### src/design/wps_pkg.sv
// ----------------------------------------------------------------------------
// Weld pulse sequencer package
// Shared widths, codes, reset values and the structures passed between the
// configuration block, the sequencing core and the output buffer.
// ----------------------------------------------------------------------------
package wps_pkg;

    localparam int SETTING_W  = 9;
    localparam int TIMER_W    = 16;
    localparam int ADVANCE_W  = 6;
    localparam int STEP_W     = 8;
    localparam int SEG_LEN_W  = 10;
    localparam int CFG_IDX_W  = 3;
    localparam int CFG_DATA_W = 16;

    // Phase codes
    localparam logic [1:0] PH_BOOT  = 2'd0;
    localparam logic [1:0] PH_READY = 2'd1;
    localparam logic [1:0] PH_FIRE  = 2'd2;
    localparam logic [1:0] PH_COOL  = 2'd3;

    // Weld segments
    localparam logic [1:0] SEG_PRE   = 2'd0;
    localparam logic [1:0] SEG_PAUSE = 2'd1;
    localparam logic [1:0] SEG_MAIN  = 2'd2;
    localparam logic [1:0] SEG_TAIL  = 2'd3;

    // Setting selection
    localparam logic [1:0] SEL_PRE   = 2'd0;
    localparam logic [1:0] SEL_PAUSE = 2'd1;
    localparam logic [1:0] SEL_MAIN  = 2'd2;

    // Request types
    localparam logic REQ_TICK = 1'b0;
    localparam logic REQ_CMD  = 1'b1;

    // Command bytes
    localparam logic [7:0] CMD_SEL_FIRST = 8'h31;
    localparam logic [7:0] CMD_SEL_LAST  = 8'h33;
    localparam logic [7:0] CMD_INC       = 8'h69;
    localparam logic [7:0] CMD_DEC       = 8'h64;
    localparam logic [7:0] CMD_EDIT      = 8'h65;
    localparam logic [7:0] CMD_FIRE      = 8'h21;

    // Configuration register indexes
    localparam logic [CFG_IDX_W-1:0] CFG_ADVANCE  = 3'd0;
    localparam logic [CFG_IDX_W-1:0] CFG_COOLDOWN = 3'd1;
    localparam logic [CFG_IDX_W-1:0] CFG_BOOT     = 3'd2;
    localparam logic [CFG_IDX_W-1:0] CFG_MIN      = 3'd3;
    localparam logic [CFG_IDX_W-1:0] CFG_MAX      = 3'd4;
    localparam logic [CFG_IDX_W-1:0] CFG_STEP     = 3'd5;

    // Reset values
    localparam logic [ADVANCE_W-1:0] RST_ADVANCE  = 6'd5;
    localparam logic [TIMER_W-1:0]   RST_COOLDOWN = 16'd5000;
    localparam logic [TIMER_W-1:0]   RST_BOOT     = 16'd1000;
    localparam logic [SETTING_W-1:0] RST_MIN      = 9'd10;
    localparam logic [SETTING_W-1:0] RST_MAX      = 9'd400;
    localparam logic [STEP_W-1:0]    RST_STEP     = 8'd10;
    localparam logic [SETTING_W-1:0] RST_PRE      = 9'd30;
    localparam logic [SETTING_W-1:0] RST_PAUSE    = 9'd10;
    localparam logic [SETTING_W-1:0] RST_MAIN     = 9'd130;

    typedef logic [SETTING_W-1:0] setting_t;

    typedef struct packed {
        logic [ADVANCE_W-1:0] advance;
        logic [TIMER_W-1:0]   cooldown;
        setting_t             min_val;
        setting_t             max_val;
        logic [STEP_W-1:0]    step;
    } wps_cfg_t;

    typedef struct packed {
        logic               load;
        logic [TIMER_W-1:0] value;
    } wps_boot_load_t;

    typedef struct packed {
        logic       relay_on;
        logic [1:0] phase;
        logic [1:0] selected_index;
        logic       edit_mode;
        setting_t   pre_pulse;
        setting_t   pause;
        setting_t   main_pulse;
    } wps_result_t;

endpackage

### src/design/wps_cfg.sv
// ----------------------------------------------------------------------------
// Weld pulse sequencer configuration registers
// Holds the configuration registers and passes a boot delay write on to the
// core, which only needs it to reload its boot timer.
// ----------------------------------------------------------------------------
module wps_cfg
(
    input  logic                             clk,
    input  logic                             rst_n,
    input  logic                             cfg_we,
    input  logic [wps_pkg::CFG_IDX_W-1:0]    cfg_index,
    input  logic [wps_pkg::CFG_DATA_W-1:0]   cfg_wdata,
    output wps_pkg::wps_cfg_t                cfg,
    output wps_pkg::wps_boot_load_t          boot_load
);

    logic [wps_pkg::ADVANCE_W-1:0] advance_reg;
    logic [wps_pkg::TIMER_W-1:0]   cooldown_reg;
    wps_pkg::setting_t             min_reg;
    wps_pkg::setting_t             max_reg;
    logic [wps_pkg::STEP_W-1:0]    step_reg;

    always_ff @(posedge clk or negedge rst_n)
    begin
        if (!rst_n)
        begin
            advance_reg    <= wps_pkg::RST_ADVANCE;
            cooldown_reg   <= wps_pkg::RST_COOLDOWN;
            min_reg        <= wps_pkg::RST_MIN;
            max_reg        <= wps_pkg::RST_MAX;
            step_reg       <= wps_pkg::RST_STEP;
        end
        else if (cfg_we)
        begin
            unique case (cfg_index)
                wps_pkg::CFG_ADVANCE:  advance_reg    <= cfg_wdata[wps_pkg::ADVANCE_W-1:0];
                wps_pkg::CFG_COOLDOWN: cooldown_reg   <= cfg_wdata[wps_pkg::TIMER_W-1:0];
                wps_pkg::CFG_MIN:      min_reg        <= cfg_wdata[wps_pkg::SETTING_W-1:0];
                wps_pkg::CFG_MAX:      max_reg        <= cfg_wdata[wps_pkg::SETTING_W-1:0];
                wps_pkg::CFG_STEP:     step_reg       <= cfg_wdata[wps_pkg::STEP_W-1:0];
                default:
                begin
                end
            endcase
        end
    end

    assign cfg.advance    = advance_reg;
    assign cfg.cooldown   = cooldown_reg;
    assign cfg.min_val    = min_reg;
    assign cfg.max_val    = max_reg;
    assign cfg.step       = step_reg;

    // While booting and taking no request, the core reloads its boot timer with the same write.
    assign boot_load.load  = cfg_we && (cfg_index == wps_pkg::CFG_BOOT);
    assign boot_load.value = cfg_wdata[wps_pkg::TIMER_W-1:0];

endmodule

### src/design/wps_core.sv
// ----------------------------------------------------------------------------
// Weld pulse sequencer core
// Settings, command decoding and the weld segment timer, updated once for
// each accepted request and by a boot delay write while booting.
// ----------------------------------------------------------------------------
module wps_core
(
    input  logic                          clk,
    input  logic                          rst_n,
    input  logic                          req_accept,
    input  logic                          req_type,
    input  logic [7:0]                    cmd_byte,
    input  wps_pkg::wps_cfg_t             cfg,
    input  wps_pkg::wps_boot_load_t       boot_load,
    output wps_pkg::wps_result_t          result
);

    logic [1:0]                  phase_reg, phase_next;
    logic [1:0]                  segment_reg, segment_next;
    logic [wps_pkg::TIMER_W-1:0] timer_reg, timer_next;
    wps_pkg::setting_t           latched_reg [3];
    wps_pkg::setting_t           latched_next [3];
    wps_pkg::setting_t           setting_reg [3];
    wps_pkg::setting_t           setting_next [3];
    logic [1:0]                  selected_reg, selected_next;
    logic                        edit_reg, edit_next;

    wps_pkg::setting_t           sel_value;
    logic [1:0]                  sel_idx;
    wps_pkg::setting_t           inc_value;
    wps_pkg::setting_t           dec_value;
    logic                        fire_go;
    wps_pkg::setting_t           lat_eff [3];
    logic [wps_pkg::SEG_LEN_W-1:0] seg_len [4];
    logic [2:0]                  enter_start;
    logic                        enter_found;
    logic [1:0]                  enter_seg;
    logic [wps_pkg::SEG_LEN_W-1:0] enter_len;

    // Sum or difference is held in eleven signed bits, then clamped low first.
    function automatic wps_pkg::setting_t clamp_setting(
        input logic signed [10:0] v,
        input wps_pkg::setting_t  lo,
        input wps_pkg::setting_t  hi
    );
        logic signed [10:0] lo_s;
        logic signed [10:0] hi_s;
        wps_pkg::setting_t  res;
        lo_s = $signed({2'b00, lo});
        hi_s = $signed({2'b00, hi});
        if (v < lo_s)
            res = lo;
        else if (v > hi_s)
            res = hi;
        else
            res = v[wps_pkg::SETTING_W-1:0];
        return res;
    endfunction

    always_comb
    begin
        unique case (selected_reg)
            wps_pkg::SEL_PAUSE: sel_idx = wps_pkg::SEL_PAUSE;
            wps_pkg::SEL_MAIN:  sel_idx = wps_pkg::SEL_MAIN;
            default:            sel_idx = wps_pkg::SEL_PRE;
        endcase
    end

    assign sel_value = setting_reg[sel_idx];
    assign inc_value = clamp_setting($signed({2'b00, sel_value}) + $signed({3'b000, cfg.step}),
                                     cfg.min_val, cfg.max_val);
    assign dec_value = clamp_setting($signed({2'b00, sel_value}) - $signed({3'b000, cfg.step}),
                                     cfg.min_val, cfg.max_val);

    assign fire_go = req_accept && (req_type == wps_pkg::REQ_CMD)
                     && (cmd_byte == wps_pkg::CMD_FIRE) && (phase_reg == wps_pkg::PH_READY);

    // A fire uses the freshly latched durations for its first segment search.
    always_comb
    begin
        for (int i = 0; i < 3; i++)
        begin
            if (fire_go)
                lat_eff[i] = (setting_reg[i] > {3'b000, cfg.advance})
                             ? setting_reg[i] - {3'b000, cfg.advance} : '0;
            else
                lat_eff[i] = latched_reg[i];
        end
    end

    assign seg_len[0] = {1'b0, lat_eff[0]};
    assign seg_len[1] = {3'b000, cfg.advance, 1'b0} + {1'b0, lat_eff[1]};
    assign seg_len[2] = {1'b0, lat_eff[2]};
    assign seg_len[3] = {4'b0000, cfg.advance};

    assign enter_start = fire_go ? 3'd0 : ({1'b0, segment_reg} + 3'd1);

    // Lowest non-empty segment at or after the start; empty ones take no tick.
    always_comb
    begin
        enter_found = 1'b0;
        enter_seg   = wps_pkg::SEG_PRE;
        enter_len   = '0;
        for (int i = 3; i >= 0; i--)
        begin
            if ((3'(i) >= enter_start) && (seg_len[i] != '0))
            begin
                enter_found = 1'b1;
                enter_seg   = 2'(i);
                enter_len   = seg_len[i];
            end
        end
    end

    always_comb
    begin
        logic do_enter;
        do_enter       = 1'b0;
        phase_next     = phase_reg;
        segment_next   = segment_reg;
        timer_next     = timer_reg;
        selected_next  = selected_reg;
        edit_next      = edit_reg;
        for (int i = 0; i < 3; i++)
        begin
            latched_next[i] = latched_reg[i];
            setting_next[i] = setting_reg[i];
        end

        if (req_accept)
        begin
            if (req_type == wps_pkg::REQ_TICK)
            begin
                unique case (phase_reg)
                    wps_pkg::PH_BOOT, wps_pkg::PH_COOL:
                    begin
                        if (timer_reg > 16'd1)
                            timer_next = timer_reg - 16'd1;
                        else
                        begin
                            phase_next = wps_pkg::PH_READY;
                            timer_next = '0;
                        end
                    end
                    wps_pkg::PH_FIRE:
                    begin
                        if (timer_reg > 16'd1)
                            timer_next = timer_reg - 16'd1;
                        else
                            do_enter = 1'b1;
                    end
                    wps_pkg::PH_READY:
                    begin
                    end
                endcase
            end
            else
            begin
                priority if ((cmd_byte >= wps_pkg::CMD_SEL_FIRST)
                             && (cmd_byte <= wps_pkg::CMD_SEL_LAST))
                begin
                    selected_next = 2'(cmd_byte - wps_pkg::CMD_SEL_FIRST);
                    edit_next     = 1'b0;
                end
                else if (cmd_byte == wps_pkg::CMD_INC)
                    setting_next[sel_idx] = inc_value;
                else if (cmd_byte == wps_pkg::CMD_DEC)
                    setting_next[sel_idx] = dec_value;
                else if (cmd_byte == wps_pkg::CMD_EDIT)
                    edit_next = ~edit_reg;
                else if (fire_go)
                begin
                    for (int i = 0; i < 3; i++)
                        latched_next[i] = lat_eff[i];
                    do_enter = 1'b1;
                end
            end
        end
        else if (boot_load.load && (phase_reg == wps_pkg::PH_BOOT))
            timer_next = boot_load.value;

        if (do_enter)
        begin
            if (enter_found)
            begin
                phase_next   = wps_pkg::PH_FIRE;
                segment_next = enter_seg;
                timer_next   = {6'b000000, enter_len};
            end
            else
            begin
                segment_next = wps_pkg::SEG_PRE;
                if (cfg.cooldown != '0)
                begin
                    phase_next = wps_pkg::PH_COOL;
                    timer_next = cfg.cooldown;
                end
                else
                begin
                    phase_next = wps_pkg::PH_READY;
                    timer_next = '0;
                end
            end
        end
    end

    always_ff @(posedge clk or negedge rst_n)
    begin
        if (!rst_n)
        begin
            phase_reg      <= wps_pkg::PH_BOOT;
            segment_reg    <= wps_pkg::SEG_PRE;
            timer_reg      <= wps_pkg::RST_BOOT;
            latched_reg[0] <= '0;
            latched_reg[1] <= '0;
            latched_reg[2] <= '0;
            setting_reg[0] <= wps_pkg::RST_PRE;
            setting_reg[1] <= wps_pkg::RST_PAUSE;
            setting_reg[2] <= wps_pkg::RST_MAIN;
            selected_reg   <= wps_pkg::SEL_PRE;
            edit_reg       <= 1'b0;
        end
        else
        begin
            phase_reg    <= phase_next;
            segment_reg  <= segment_next;
            timer_reg    <= timer_next;
            selected_reg <= selected_next;
            edit_reg     <= edit_next;
            for (int i = 0; i < 3; i++)
            begin
                latched_reg[i] <= latched_next[i];
                setting_reg[i] <= setting_next[i];
            end
        end
    end

    // The result shows the state after the request.
    assign result.relay_on       = (phase_next == wps_pkg::PH_FIRE)
                                   && ((segment_next == wps_pkg::SEG_PRE)
                                       || (segment_next == wps_pkg::SEG_MAIN));
    assign result.phase          = phase_next;
    assign result.selected_index = selected_next;
    assign result.edit_mode      = edit_next;
    assign result.pre_pulse      = setting_next[0];
    assign result.pause          = setting_next[1];
    assign result.main_pulse     = setting_next[2];

`ifndef SYNTHESIS
    // Outside a weld the segment index rests at the pre-pulse.
    assert property (@(posedge clk) disable iff (!rst_n)
        (phase_reg != wps_pkg::PH_FIRE) |-> (segment_reg == wps_pkg::SEG_PRE))
        else $error("segment index not cleared outside a weld");

    // A ready block has no time left to run.
    assert property (@(posedge clk) disable iff (!rst_n)
        (phase_reg == wps_pkg::PH_READY) |-> (timer_reg == '0))
        else $error("timer running while ready");

    // An empty segment is never entered.
    assert property (@(posedge clk) disable iff (!rst_n)
        (phase_reg == wps_pkg::PH_FIRE) |-> (timer_reg != '0))
        else $error("weld segment with zero length");

    // A fire request while ready leaves the ready phase unless the cool-down is zero.
    assert property (@(posedge clk) disable iff (!rst_n)
        fire_go |=> (phase_reg != wps_pkg::PH_READY || $past(cfg.cooldown) == '0))
        else $error("fire request did not start a weld");
`endif

endmodule

### src/design/wps_out_buf.sv
// ----------------------------------------------------------------------------
// Weld pulse sequencer output buffer
// Result register with one skid entry so that a request is taken while a
// finished result still waits.
// ----------------------------------------------------------------------------
module wps_out_buf
(
    input  logic                   clk,
    input  logic                   rst_n,
    input  logic                   push,
    input  wps_pkg::wps_result_t   push_data,
    input  logic                   out_stall,
    output logic                   out_valid,
    output wps_pkg::wps_result_t   out_data,
    output logic                   full
);

    logic                  out_valid_reg;
    logic                  skid_valid_reg;
    wps_pkg::wps_result_t  out_data_reg;
    wps_pkg::wps_result_t  skid_data_reg;
    logic                  pop;

    assign pop = out_valid_reg && !out_stall;

    always_ff @(posedge clk or negedge rst_n)
    begin
        if (!rst_n)
        begin
            out_valid_reg  <= 1'b0;
            skid_valid_reg <= 1'b0;
        end
        else
        begin
            if (skid_valid_reg)
            begin
                if (pop)
                    skid_valid_reg <= 1'b0;
            end
            else if (push && out_valid_reg && !pop)
                skid_valid_reg <= 1'b1;

            if (pop)
                out_valid_reg <= skid_valid_reg || push;
            else if (push)
                out_valid_reg <= 1'b1;
        end
    end

    always_ff @(posedge clk)
    begin
        if (pop)
        begin
            if (skid_valid_reg)
                out_data_reg <= skid_data_reg;
            else if (push)
                out_data_reg <= push_data;
        end
        else if (push && !out_valid_reg)
            out_data_reg <= push_data;

        if (push && out_valid_reg && !pop && !skid_valid_reg)
            skid_data_reg <= push_data;
    end

    assign out_valid = out_valid_reg;
    assign out_data  = out_data_reg;
    assign full      = skid_valid_reg;

`ifndef SYNTHESIS
    // The skid entry is only ever behind a waiting result.
    assert property (@(posedge clk) disable iff (!rst_n)
        skid_valid_reg |-> out_valid_reg)
        else $error("skid entry holds a result with no result in front");
`endif

endmodule

### src/design/weld_pulse_sequencer.sv
// ----------------------------------------------------------------------------
// Weld pulse sequencer
// Spot-weld pulse timing from millisecond ticks and command bytes.
// ----------------------------------------------------------------------------
// One result, the state after a request (a tick or a command byte), is registered
// in the result register or, while a result still waits, in the skid entry; a
// request can be taken every cycle while in_stall is low. Requests are handled in
// one pass through the core logic into its state registers. Up to two results can
// wait for the receiver (result register plus one skid entry); in_stall rises only
// when both are full. Configuration writes take effect at the next edge.
module weld_pulse_sequencer
(
    input  logic                                 clk,
    input  logic                                 rst_n,
    input  logic                                 in_valid,
    output logic                                 in_stall,
    input  logic                                 req_type,
    input  logic [7:0]                           cmd_byte,
    output logic                                 out_valid,
    input  logic                                 out_stall,
    output logic                                 relay_on,
    output logic [1:0]                           phase,
    output logic [1:0]                           selected_index,
    output logic                                 edit_mode,
    output logic [wps_pkg::SETTING_W-1:0]        pre_pulse_ms,
    output logic [wps_pkg::SETTING_W-1:0]        pause_ms,
    output logic [wps_pkg::SETTING_W-1:0]        main_pulse_ms,
    input  logic                                 cfg_we,
    input  logic [wps_pkg::CFG_IDX_W-1:0]        cfg_index,
    input  logic [wps_pkg::CFG_DATA_W-1:0]       cfg_wdata
);

    wps_pkg::wps_cfg_t        cfg;
    wps_pkg::wps_boot_load_t  boot_load;
    wps_pkg::wps_result_t     core_result;
    wps_pkg::wps_result_t     out_data;
    logic                     buf_full;
    logic                     req_accept;

    assign in_stall   = buf_full;
    assign req_accept = in_valid && !buf_full;

    wps_cfg u_cfg
    (
        .clk       (clk),
        .rst_n     (rst_n),
        .cfg_we    (cfg_we),
        .cfg_index (cfg_index),
        .cfg_wdata (cfg_wdata),
        .cfg       (cfg),
        .boot_load (boot_load)
    );

    wps_core u_core
    (
        .clk        (clk),
        .rst_n      (rst_n),
        .req_accept (req_accept),
        .req_type   (req_type),
        .cmd_byte   (cmd_byte),
        .cfg        (cfg),
        .boot_load  (boot_load),
        .result     (core_result)
    );

    wps_out_buf u_out_buf
    (
        .clk       (clk),
        .rst_n     (rst_n),
        .push      (req_accept),
        .push_data (core_result),
        .out_stall (out_stall),
        .out_valid (out_valid),
        .out_data  (out_data),
        .full      (buf_full)
    );

    assign relay_on       = out_data.relay_on;
    assign phase          = out_data.phase;
    assign selected_index = out_data.selected_index;
    assign edit_mode      = out_data.edit_mode;
    assign pre_pulse_ms   = out_data.pre_pulse;
    assign pause_ms       = out_data.pause;
    assign main_pulse_ms  = out_data.main_pulse;

endmodule

### config.mk
export PLATFORM = sky130hd
export DESIGN_NAME = weld_pulse_sequencer
export DESIGN_NICKNAME = d
export VERILOG_FILES = /design/src/design/wps_pkg.sv /design/src/design/wps_cfg.sv /design/src/design/wps_core.sv /design/src/design/wps_out_buf.sv /design/src/design/weld_pulse_sequencer.sv
export SDC_FILE = /design/constraint.sdc
export NUM_CORES = 1
export LEC_CHECK = 0
export ABC_AREA = 0
export CAP_MARGIN = 20
export CORE_MARGIN = 2
export CORE_UTILIZATION = 55
export DETAILED_ROUTE_END_ITERATION = 16
export DONT_BUFFER_PORTS = 1
export PLACE_DENSITY = 0.73
export SLEW_MARGIN = 0
export SYNTH_ARGS = -nofsm -noshare
export SYNTH_HDL_FRONTEND = slang
export SYNTH_SLANG_ARGS = --single-unit
### constraint.sdc
create_clock -name clk -period 10.6 [get_ports clk]
set_input_delay 0.53 -clock clk [delete_from_list [all_inputs] [get_ports clk]]
set_output_delay 0.53 -clock clk [all_outputs]
set_load 0.01 [all_outputs]
==> results.md <==
- Synthesis Warnings: 0
- Gr ovfl total: 0
- Max Cap Violations: 0
- Finish-stage setup viols: 0
- Nets: 1396
- Clk slew on worst S/H paths: 0.08 ns
- Number of synthesized flops with an enable pin: 66
- Initial antenna violation count: 0
- Synth Instances: 1289
- Pwr Density: approximately 200 mW/mm^2
- Core area: between 0.02 and 0.025 mm^2
- Flops & latches, synth: 193
- Kind of start point of the critical path: flip-flop
- Post-synth top area cell: dfrtp_1
- Post-synth top cells: 153 x nand2_1, 101 x o21ai_0, 99 x dfrtp_1, 93 x nor2_1, 86 x ha_1
- Overall Global Routing Usage: 31.2%
- Die ar.: ~0.024 mm^2
- IO Port Bufs: 0
- # fillers: approximately 1800
- Most numerous cell in the Yosys netlist: nand2_1
- TritonCTS Buffers: 17
- Final WL: ~36 mm
- Sequential share of power: 41.2%
- Worst reg2reg startpoint: u_core.selected_reg[0]
- Initial core utilization: 56.3%
- R2R setup slack: 4.36 ns
- VDD IR max: between 0.15 and 0.2 mV
- P&R area growth vs syn: 7.52%
- Syn Area/Cell: between 9 and 10 um^2
- DR vias/cell: 6.60
- FFs w/ async S/R, synth: between 60 and 70%
- Status: completed
- Final setup TNS: 0 ns
- Worst Skew: between 0.015 and 0.02 ns
- Gpl congestion: 0.986
- DR WL/cell: approximately 23 um
- Layout Utilization: around three fifths
- Comb power frac: around a third
- Hold_buf cts: 1
- Dpl cells: between 1500 and 2000
- Final period util: 58.9%
- First-pass DRT Iterations: 6
- Final Critical Period: 6.24 ns
- Clock latency on the worst-skew pair: between 0.4 and 0.5 ns
- Sequential share of the synthesized area: 42.0%
- Reg2Reg Depth: 22
- Layout cells sized above 1: 11.6%
- Antenna Nets Post-Route: 0
- Largest cells by area after synthesis: dfrtp_1 20%, edfxtp_1 16%, ha_1 8.7%
- Post-CTS setup buffers: 0
- Net switching power: 0.00107 W
- Critical path arrival: roughly 6.4 ns
- CTS tree: done
- CP Class: reg -> reg
- Post-synthesis cell type count: between 80 and 90
- Largest net degree at the start of global routing: 128
- WHS: 0.0166 ns
- Synth Flop Type: dfrtp_1
- Internal power: 0.00165 W
- Mapped Area: between 0.01 and 0.015 mm^2
- Share of the synthesized area in the top cell type: 20.0%
- Final HPWL from detailed placement: approximately 26 mm
- Reg area: 0.00519 mm^2
- Die W: between 150 and 200 um
- H-tree depth: 4
- Row count: 54
- Worst min-delay path category: in -> async
- Maximum root-to-sink buffer count: 2
- Unrepaired setup endpoints after global routing: false
- Slew HR: approximately 29%
- CP max FO: 14
- CTS Sinks: 193
- Crit end category: flip-flop
- Via Count: roughly 10000
- Peak Freq: 160 MHz
- Reg-to-Reg End: u_out_buf.out_data[10]
- Switching share of power: 39.4%
- DRC: 0
- Final Hold Viols: 0
- Post-CTS sizing: 0
- DR iter-0 viols: roughly 1200
- WP data required: 10.73 ns
- Number of global-route vias before repair: a little under 10000
- Area of the multi-input gates: around 0.0067 mm^2
- First-pass GRT wire length: 57.0 mm
- Die Y: about 150 um
- Post-place instance area: 0.0126 mm^2
- Final Instance Area: between 0.01 and 0.015 mm^2
- Slew Limit Fails: 0
- N_diodes: 0
- Post-route insts no fill: 1564
- I/O pin count: a little under 70
- Syn nets: 1414
- Root buffer cell: clkbuf_16
- Leakage: 5.65 nW
- Tightest Pin Transition: 1.05 ns
- Clock power share: 25.0%
[per-layer routing]
layer | vias to the layer above | global-route usage, % | share of wire [%]
li1 | 4703 | - | -
met1 | 5049 | 44.5 | 43
met2 | 515 | 49.2 | 46
met3 | 53 | 6.17 | 9.0
met4 | 0 | 8.14 | 1.8
met5 | - | 0 | 0
[stage by stage]
step,total power (W),setup WS [ns]
2_1_floorplan,0.00175,4.88
5_1_grt,0.00287,3.94
6_report,0.00272,4.36
4_1_cts,0.00270,4.48
3_5_place_dp,0.00202,4.49
3_3_place_gp,0.00200,4.56
[cells by family after synthesis]
kind of cell	count (synthesis)	synth area share (%)
flops	193	42.0
buf+inv	120	3.79
mux	66	5.83
xor+xnor	37	2.62
compound gates	370	20.0
fa+ha+maj	92	9.67
simple gates	411	16.1
[cell usage in the layout, fill, tap and decap left out, drive strengths merged, types with 8 or more instances in the layout]
master	netlist	final
xnor2	23	23
dfrtp	99	99
o21a	20	20
o21ai	111	111
dfstp	28	28
o31ai	13	13
a31oi	33	33
nor2	93	93
ha	86	86
inv	69	76
mux2	48	48
nand2b	25	25
nor4	18	18
and2	8	8
a211oi	15	15
nor3	30	30
or3	10	10
nor2b	12	12
a21o	21	21
xor2	14	14
a22o	17	17
nand3	15	15
a21oi	56	56
mux2i	18	18
clkbuf	41	17
buf	10	14
edfxtp	66	66
nand2	153	153
[layout make-up]
type                            count  share of cell area [%]
Inverter                           69                    1.95
Tap cell                          280                    2.63
Sequential cell                   193                    39.1
Timing Repair Buffer               14                   0.941
Clock buffer                       17                    3.20
Clock inverter                     15                    1.52
Multi-Input combinational cell    976                    50.7
[worst max-delay path: stages (launching register included)]
cell       delay (ns)
dfrtp_1          0.42
inv_1            0.07
ha_1             0.58
nor2b_1          0.28
nand2_1          0.12
o21ai_0          0.11
inv_1            0.09
ha_1             0.16
inv_1            0.05
fa_1             0.40
a21o_1           0.18
a21oi_1          0.27
o211ai_1         0.18
a21oi_1          0.19
xor2_1           0.40
ha_1             0.33
a2111oi_0        0.38
o21ai_0          0.19
and3_1           0.41
mux2i_1          0.27
a2bb2oi_1        0.50
nand2b_1         0.21
a31oi_1          0.13
[worst max path at each step]
stage          cells past startpoint                endpoint  slack (ns)                   start
4_1_cts                           22  u_out_buf.out_data[10]        4.48  u_core.selected_reg[0]
3_3_place_gp                      20  u_out_buf.out_data[31]        4.56             cmd_byte[2]
3_5_place_dp                      20  u_out_buf.out_data[31]        4.49             cmd_byte[2]
2_1_floorplan                     21  u_out_buf.out_data[31]        4.88             cmd_byte[2]
6_report                          22  u_out_buf.out_data[10]        4.36  u_core.selected_reg[0]
5_1_grt                           22  u_out_buf.out_data[14]        3.94  u_core.selected_reg[0]
[power groups by stage]
stage	Clock [W]	Sequential (W)	Combinational, W
2_1_floorplan	0	0.00108	0.000674
3_3_place_gp	0	0.00113	0.000875
3_5_place_dp	0	0.00113	0.000889
4_1_cts	0.000679	0.00112	0.000908
5_1_grt	0.000708	0.00113	0.00102
6_report	0.000678	0.00112	0.000922
(Power assumes the default switching activity.)
